==> config.mk <==
export PLATFORM = sky130hd
export DESIGN_NAME = sba_cell
export DESIGN_NICKNAME = d
export VERILOG_FILES = /design/src/sba_pkg.sv /design/src/sba_cell.sv
export SDC_FILE = /design/constraint.sdc
export NUM_CORES = 1
export LEC_CHECK = 0
export ABC_AREA = 1
export ABC_CLOCK_PERIOD_IN_PS = 9600
export BUFFER_PORTS_ARGS = -buffer_cell sky130_fd_sc_hd__buf_2
export CAP_MARGIN = 40
export CORE_ASPECT_RATIO = 0.6
export CORE_MARGIN = 10
export CORE_UTILIZATION = 32
export DETAILED_ROUTE_END_ITERATION = 10
export HOLD_SLACK_MARGIN = 0.02
export PLACE_DENSITY_LB_ADDON = 0.12
export SETUP_SLACK_MARGIN = 0.4
export SLEW_MARGIN = 30
export SYNTH_ARGS = -nofsm -noshare
export SYNTH_HDL_FRONTEND = slang
export SYNTH_SLANG_ARGS = --single-unit
==> constraint.sdc <==
create_clock -name clk -period 9.6 [get_ports clk]
set_input_delay 0.48 -clock clk [delete_from_list [all_inputs] [get_ports clk]]
set_output_delay 0.48 -clock clk [all_outputs]
set_load 0.03 [all_outputs]
==> src/sba_pkg.sv <==
// ----------------------------------------------------------------------------
// sba_pkg: shared types and helpers for the slot bitmap allocator
// Field widths, operation codes, the token that walks the cell chain and
// the per-word bit-count and highest-bit helpers used inside each cell.
// ----------------------------------------------------------------------------
package sba_pkg;

  localparam int FUNC_W   = 2;
  localparam int AMOUNT_W = 11;
  localparam int SLOT_W   = 10;
  localparam int OUT_W    = 11;

  // one cell holds one bitmap word
  localparam int WORD_W = 32;
  localparam int BIT_W  = 5;
  localparam int PCNT_W = 6;

  // running counts in the token, wide enough for the largest slot count
  localparam int CNT_W = 17;

  typedef enum logic [FUNC_W-1:0] {
    FUNC_ALLOC    = 2'd0,
    FUNC_FREE     = 2'd1,
    FUNC_FREE_ALL = 2'd2,
    FUNC_RELEASE  = 2'd3
  } func_t;

  // operation broadcast from the controller to every cell
  typedef struct packed {
    func_t             func;
    logic              up;
    logic              rel_en;
    logic [SLOT_W-1:0] rel_slot;
  } ctl_t;

  // token handed from cell to cell during a sweep
  typedef struct packed {
    logic             vld;
    logic             found;
    logic [CNT_W-1:0] rem;
    logic [CNT_W-1:0] done;
    logic [CNT_W-1:0] mark;
  } tok_t;

  typedef logic [WORD_W-1:0][PCNT_W-1:0] pcnt_vec_t;

  // inclusive prefix bit counts, log-depth scan
  function automatic pcnt_vec_t prefix_count(input logic [WORD_W-1:0] v);
    pcnt_vec_t p;
    for (int j = 0; j < WORD_W; j++) begin
      p[j] = PCNT_W'(v[j]);
    end
    for (int lvl = 0; lvl < BIT_W; lvl++) begin
      for (int j = WORD_W - 1; j >= 0; j--) begin
        if (j >= (1 << lvl)) begin
          p[j] = p[j] + p[j - (1 << lvl)];
        end
      end
    end
    return p;
  endfunction

  // position of the highest set bit, zero for an empty word
  function automatic logic [BIT_W-1:0] msb_pos(input logic [WORD_W-1:0] v);
    logic [BIT_W-1:0] pos;
    pos = '0;
    for (int j = 0; j < WORD_W; j++) begin
      if (v[j]) begin
        pos = BIT_W'(j);
      end
    end
    return pos;
  endfunction

endpackage

==> src/sba_cell.sv <==
// ----------------------------------------------------------------------------
// sba_cell: one bitmap word of the allocator chain
// Holds one word, applies the broadcast operation when the token sits here
// and hands the updated token to the neighbor on the next clock.
// ----------------------------------------------------------------------------
module sba_cell #(
  parameter int IDX        = 0,
  parameter int VALID_BITS = 32
) (
  input  logic          clk,
  input  logic          rst_n,
  input  sba_pkg::ctl_t ctl,
  input  sba_pkg::tok_t tok_i,
  output sba_pkg::tok_t tok_o
);
  import sba_pkg::*;

  localparam logic [WORD_W-1:0] VMASK = (VALID_BITS >= WORD_W) ? {WORD_W{1'b1}} :
                                        ((WORD_W'(1) << VALID_BITS) - WORD_W'(1));
  localparam logic [CNT_W-1:0] BASE = CNT_W'(IDX * WORD_W);

  logic [WORD_W-1:0] word_r, word_nxt;
  tok_t              tok_r;

  logic [WORD_W-1:0] free_v, occ_v, occ_rev, set_v, clr_v, new_w;
  pcnt_vec_t         pf, ps;
  logic [PCNT_W-1:0] rem_c, n;
  logic              hit;
  logic [BIT_W-1:0]  rel_bit;
  logic [CNT_W-1:0]  cand;

  always_comb begin
    free_v = ~word_r & VMASK;
    occ_v  = word_r & VMASK;
    for (int j = 0; j < WORD_W; j++) begin
      occ_rev[j] = occ_v[WORD_W-1-j];
    end
    pf = prefix_count(free_v);
    ps = prefix_count(occ_rev);

    // more than a word's worth left behaves like a full word here
    rem_c = (tok_r.rem > CNT_W'(WORD_W)) ? PCNT_W'(WORD_W) : tok_r.rem[PCNT_W-1:0];

    for (int j = 0; j < WORD_W; j++) begin
      set_v[j] = free_v[j] && (pf[j] <= rem_c);
      clr_v[j] = occ_v[j] && (ps[WORD_W-1-j] <= rem_c);
    end

    rel_bit = ctl.rel_slot[BIT_W-1:0];
    hit     = ctl.rel_en && (int'(ctl.rel_slot[SLOT_W-1:BIT_W]) == IDX);

    new_w = word_r;
    n     = '0;
    tok_o = tok_r;
    unique case (ctl.func) inside
      FUNC_ALLOC: begin
        new_w = word_r | set_v;
        n     = (pf[WORD_W-1] < rem_c) ? pf[WORD_W-1] : rem_c;
        tok_o.rem = tok_r.rem - CNT_W'(n);
      end
      FUNC_FREE, FUNC_FREE_ALL: begin
        new_w = word_r & ~clr_v;
        n     = (ps[WORD_W-1] < rem_c) ? ps[WORD_W-1] : rem_c;
        tok_o.rem = tok_r.rem - CNT_W'(n);
      end
      FUNC_RELEASE: begin
        if (hit && word_r[rel_bit]) begin
          new_w          = word_r;
          new_w[rel_bit] = 1'b0;
          n              = PCNT_W'(1);
        end
      end
    endcase
    tok_o.done = tok_r.done + CNT_W'(n);

    // high mark: upward sweep keeps the last nonzero word, downward the first
    cand = BASE + CNT_W'(msb_pos(new_w)) + CNT_W'(1);
    if (ctl.up) begin
      if (|new_w) begin
        tok_o.mark = cand;
      end
    end else begin
      if (!tok_r.found && (|new_w)) begin
        tok_o.mark  = cand;
        tok_o.found = 1'b1;
      end
    end

    word_nxt = tok_r.vld ? new_w : word_r;
  end

  always_ff @(posedge clk) begin
    if (!rst_n) begin
      word_r <= '0;
      tok_r  <= '0;
    end else begin
      word_r <= word_nxt;
      tok_r  <= tok_i;
    end
  end

endmodule
==> results.json <==
{
  "critPathMaxStageDelay_ns": 0.64,
  "vias_per_cell": 4.97,
  "grt.total_usage": 0.208,
  "crit_path_top_delay_cell": "fa_2",
  "insertion_delay_ns": 0.39,
  "synth.distinct_cells": 60,
  "fin_crit_ns": 9.36,
  "skew_ns": 0.0238,
  "yosys_register_bits": 85,
  "nets": 4905,
  "wl_met2_mm": 38.6,
  "crit_type": "reg2out",
  "grt_pass1_wl_mm": 160,
  "holdPathEnd": "tok_r[51]",
  "min_path_type": "in2reg",
  "rsz0062_at_grt": "true",
  "worst_slack_ns": 0.235,
  "r2r-start": "occ_v[12]",
  "synth_edf_count": 0,
  "dp_hpwl_mm": 91.6,
  "numCtsBuffers": 9,
  "drcViolationCount": 0,
  "first_pass_iters": 5,
  "coreArea_sq_um": 87700,
  "wirelength_mm": 108,
  "io_buffers": 121,
  "syn_inst": 3524,
  "area_delta_synth_final_pct": 18.6,
  "reg2regPathDepth": 23,
  "crit_start": "occ_v[27]",
  "ys.flop_type": "dfxtp_1",
  "critPathMaxFanout": 4,
  "max_cap_violations": 0,
  "reg2reg_to": "occ_v[30]",
  "synth-xor-area-share": 0.0582,
  "status": "completed",
  "hold_viol": 0,
  "synth_seq_area_share": 0.0602,
  "synth_mux_area_frac": 0,
  "final_antenna_net_count": 0,
  "min_period_over_period": 0.976,
  "gp_congestion": 0.951,
  "wl_met1_mm": 57.5,
  "clk_path_buf_depth": 2,
  "dr.max_layer_used": "met5",
  "syn_nets": 4625,
  "clk_pin_slew_ns": 0.09,
  "wl_per_cell_um": 21.7,
  "grt_pass1_vias": 24000,
  "nFillCells": 9074,
  "overflow": 0,
  "final_util": 0.383,
  "io_pins": 122,
  "die_h_um": 250,
  "syn-cell-area_sq_um": 28300,
  "hold_start": "tok_i[51]",
  "cp_num_buf_inv": 6,
  "drive_gt1_frac": 0.167,
  "root_buffer": "clkbuf_16",
  "dieArea_sq_um": 101000,
  "cts_tree": "built",
  "drt_iter0_markers": 2070,
  "setup_viol": 0,
  "antenna_found_initial": 6,
  "yosysWarnings": 0,
  "cp_data_required_time_ns": 9.12,
  "initial_core_util": 0.323,
  "end_kind": "output pin",
  "synth-compound-area-share": 0.124,
  "num_rows": 84,
  "grt_max_degree": 57,
  "preCtsSetupSlack_ns": 0.0691,
  "critPathTopFamily": "adder cells",
  "clock.fmax_mhz": 107,
  "start_kind": "register",
  "num_antenna_cells": 0,
  "synth-simple-area-share": 0.139,
  "critPathArrivalTime_ns": 8.88,
  "timing.reg2reg.setup_slack_ns": 2.53,
  "avgSynthCellArea_sq_um": 8.03,
  "synth_adder_area_share": 0.525,
  "synth_top_family_by_area": "adder cells",
  "clock_sinks": 85,
  "ys_async_sr_fraction": 0,
  "worstMarginPinSlew_ns": 0.887,
  "drv_slew": 0,
  "crit_top_cell": "nand2_1",
  "maxSlewHeadroom": 0.404,
  "die_w_um": 404,
  "whs_ns": 0.263,
  "met3_wirelength_mm": 10.6,
  "hold_depth": 3,
  "vias": 24700,
  "htree_num_levels": 3
}
## synth_stat cells (3+ instances only)
master / number / area, sq um
a21o_1: 13 / 97.6
fa_1: 259 / 5180
buf_2: 4 / 20.0
nor3_1: 24 / 120
or2_2: 8 / 50.1
o211ai_1: 15 / 113
xor2_1: 145 / 1270
and2_1: 4 / 25.0
a21boi_0: 12 / 90.1
nand3_1: 146 / 731
o221ai_1: 5 / 43.8
o211a_1: 6 / 60.1
o21ai_1: 17 / 85.1
nand3b_1: 4 / 30.0
nand4_1: 27 / 169
o21ai_2: 3 / 26.3
xnor2_1: 43 / 377
a211o_1: 4 / 35.0
a32o_1: 3 / 30.0
ha_1: 773 / 9670
o22ai_1: 9 / 56.3
o32ai_1: 3 / 26.3
dfxtp_1: 85 / 1700
o311ai_1: 9 / 78.8
a31oi_1: 34 / 213
o21bai_1: 25 / 188
inv_2: 9 / 33.8
o21ai_0: 138 / 691
clkinv_1: 3 / 11.3
clkbuf_1: 31 / 116
nor2_2: 3 / 18.8
a22oi_1: 7 / 52.6
nor4_1: 4 / 25.0
o31ai_1: 13 / 97.6
nand2_1: 536 / 2010
a21oi_2: 3 / 26.3
nor3b_1: 18 / 135
a21oi_1: 262 / 1310
inv_1: 640 / 2400
o21a_1: 14 / 105
and3_1: 4 / 25.0
nor2_1: 133 / 499
buf_4: 5 / 37.5
## registers in the layout (all words and copies together), names as in the netlist
signal / flops
tok_o: 1
occ_v: 32
tok_r: 52
## per-stage QoR
stage	cells	setup TNS [ns]	cell area, sq um
global placement	4873	-0.00537	31000
detailed placement	4876	0	31100
floorplan	3524	0	28300
global route	4970	-0.398	33500
finish	4970	0	33500
CTS	4919	0	32200
## metal layers
layer	track usage	up-vias
met4	0.0212	8
met5	0	-
li1	-	12300
met3	0.0623	59
met2	0.266	834
met1	0.337	11600
## what timing repair did
item,CTS,global route
resized for setup,158,242
hold buffers,0,0
hold endpoints to repair,0,0
setup buffers,27,49
endpoints found under the setup margin,41,40
pin swaps,67,132
## worst max path at each step
stage | to | depth (start not counted)
after global routing | tok_o[4] | 67
after detailed placement | tok_o[4] | 67
final | tok_o[4] | 67
after global placement | tok_o[4] | 58
after CTS | tok_o[4] | 66
after floorplan | tok_o[2] | 45
## kinds of logic after synthesis
kind of cell,count (synthesis)
compound gates,604
xor+xnor,188
fa+ha+maj,1032
buf+inv,694
flops,85
simple gates,921
## cell type report
class                   instances  area (sq um)  area share
inverters                     652          2470      0.0737
multi-input cells            2745         25300       0.754
clock buffers                  10           239     0.00712
well taps                    1161          1450      0.0433
clock inverters                 6          76.3     0.00228
flip-flops and latches         85          1740      0.0518
repair buffers                311          2270      0.0677
## worst reg2reg max path, delay by kind of cell (launching register included)
family	cells	cell delay (ns)
AOI/OAI and AO/OA	6	1.49
xor gates and xnor gates	1	0.17
adders and majority gates	9	4.33
buffers and inverters	5	0.44
DFF	1	0.39
and+or+nand+nor	2	0.23
## cell usage in the layout, fill, tap and decap left out, types with 15 or more instances in the layout
master | synthesis | final
ha_1 | 773 | 727
inv_1 | 640 | 602
nand2_1 | 536 | 514
a21oi_1 | 262 | 246
fa_1 | 259 | 221
buf_4 | 5 | 179
xor2_1 | 145 | 129
nand3_1 | 146 | 128
o21ai_0 | 138 | 115
nor2_1 | 133 | 111
buf_2 | 4 | 101
dfxtp_1 | 85 | 63
xnor2_1 | 43 | 41
fa_2 | 0 | 38
inv_2 | 9 | 36
ha_4 | 0 | 34
a31oi_1 | 34 | 32
nand4_1 | 27 | 27
o21bai_1 | 25 | 25
o21ai_1 | 17 | 25
nor3_1 | 24 | 20
buf_6 | 1 | 20
nand2_2 | 2 | 19
dfxtp_2 | 0 | 19
nor2_2 | 3 | 18
nor3b_1 | 18 | 17
a21oi_2 | 3 | 16
nand3_2 | 0 | 15
o211ai_1 | 15 | 15
Power is left out: the tool's default activity adds up to more than one toggle a clock period on the data nets, which glitch-free logic cannot reach.
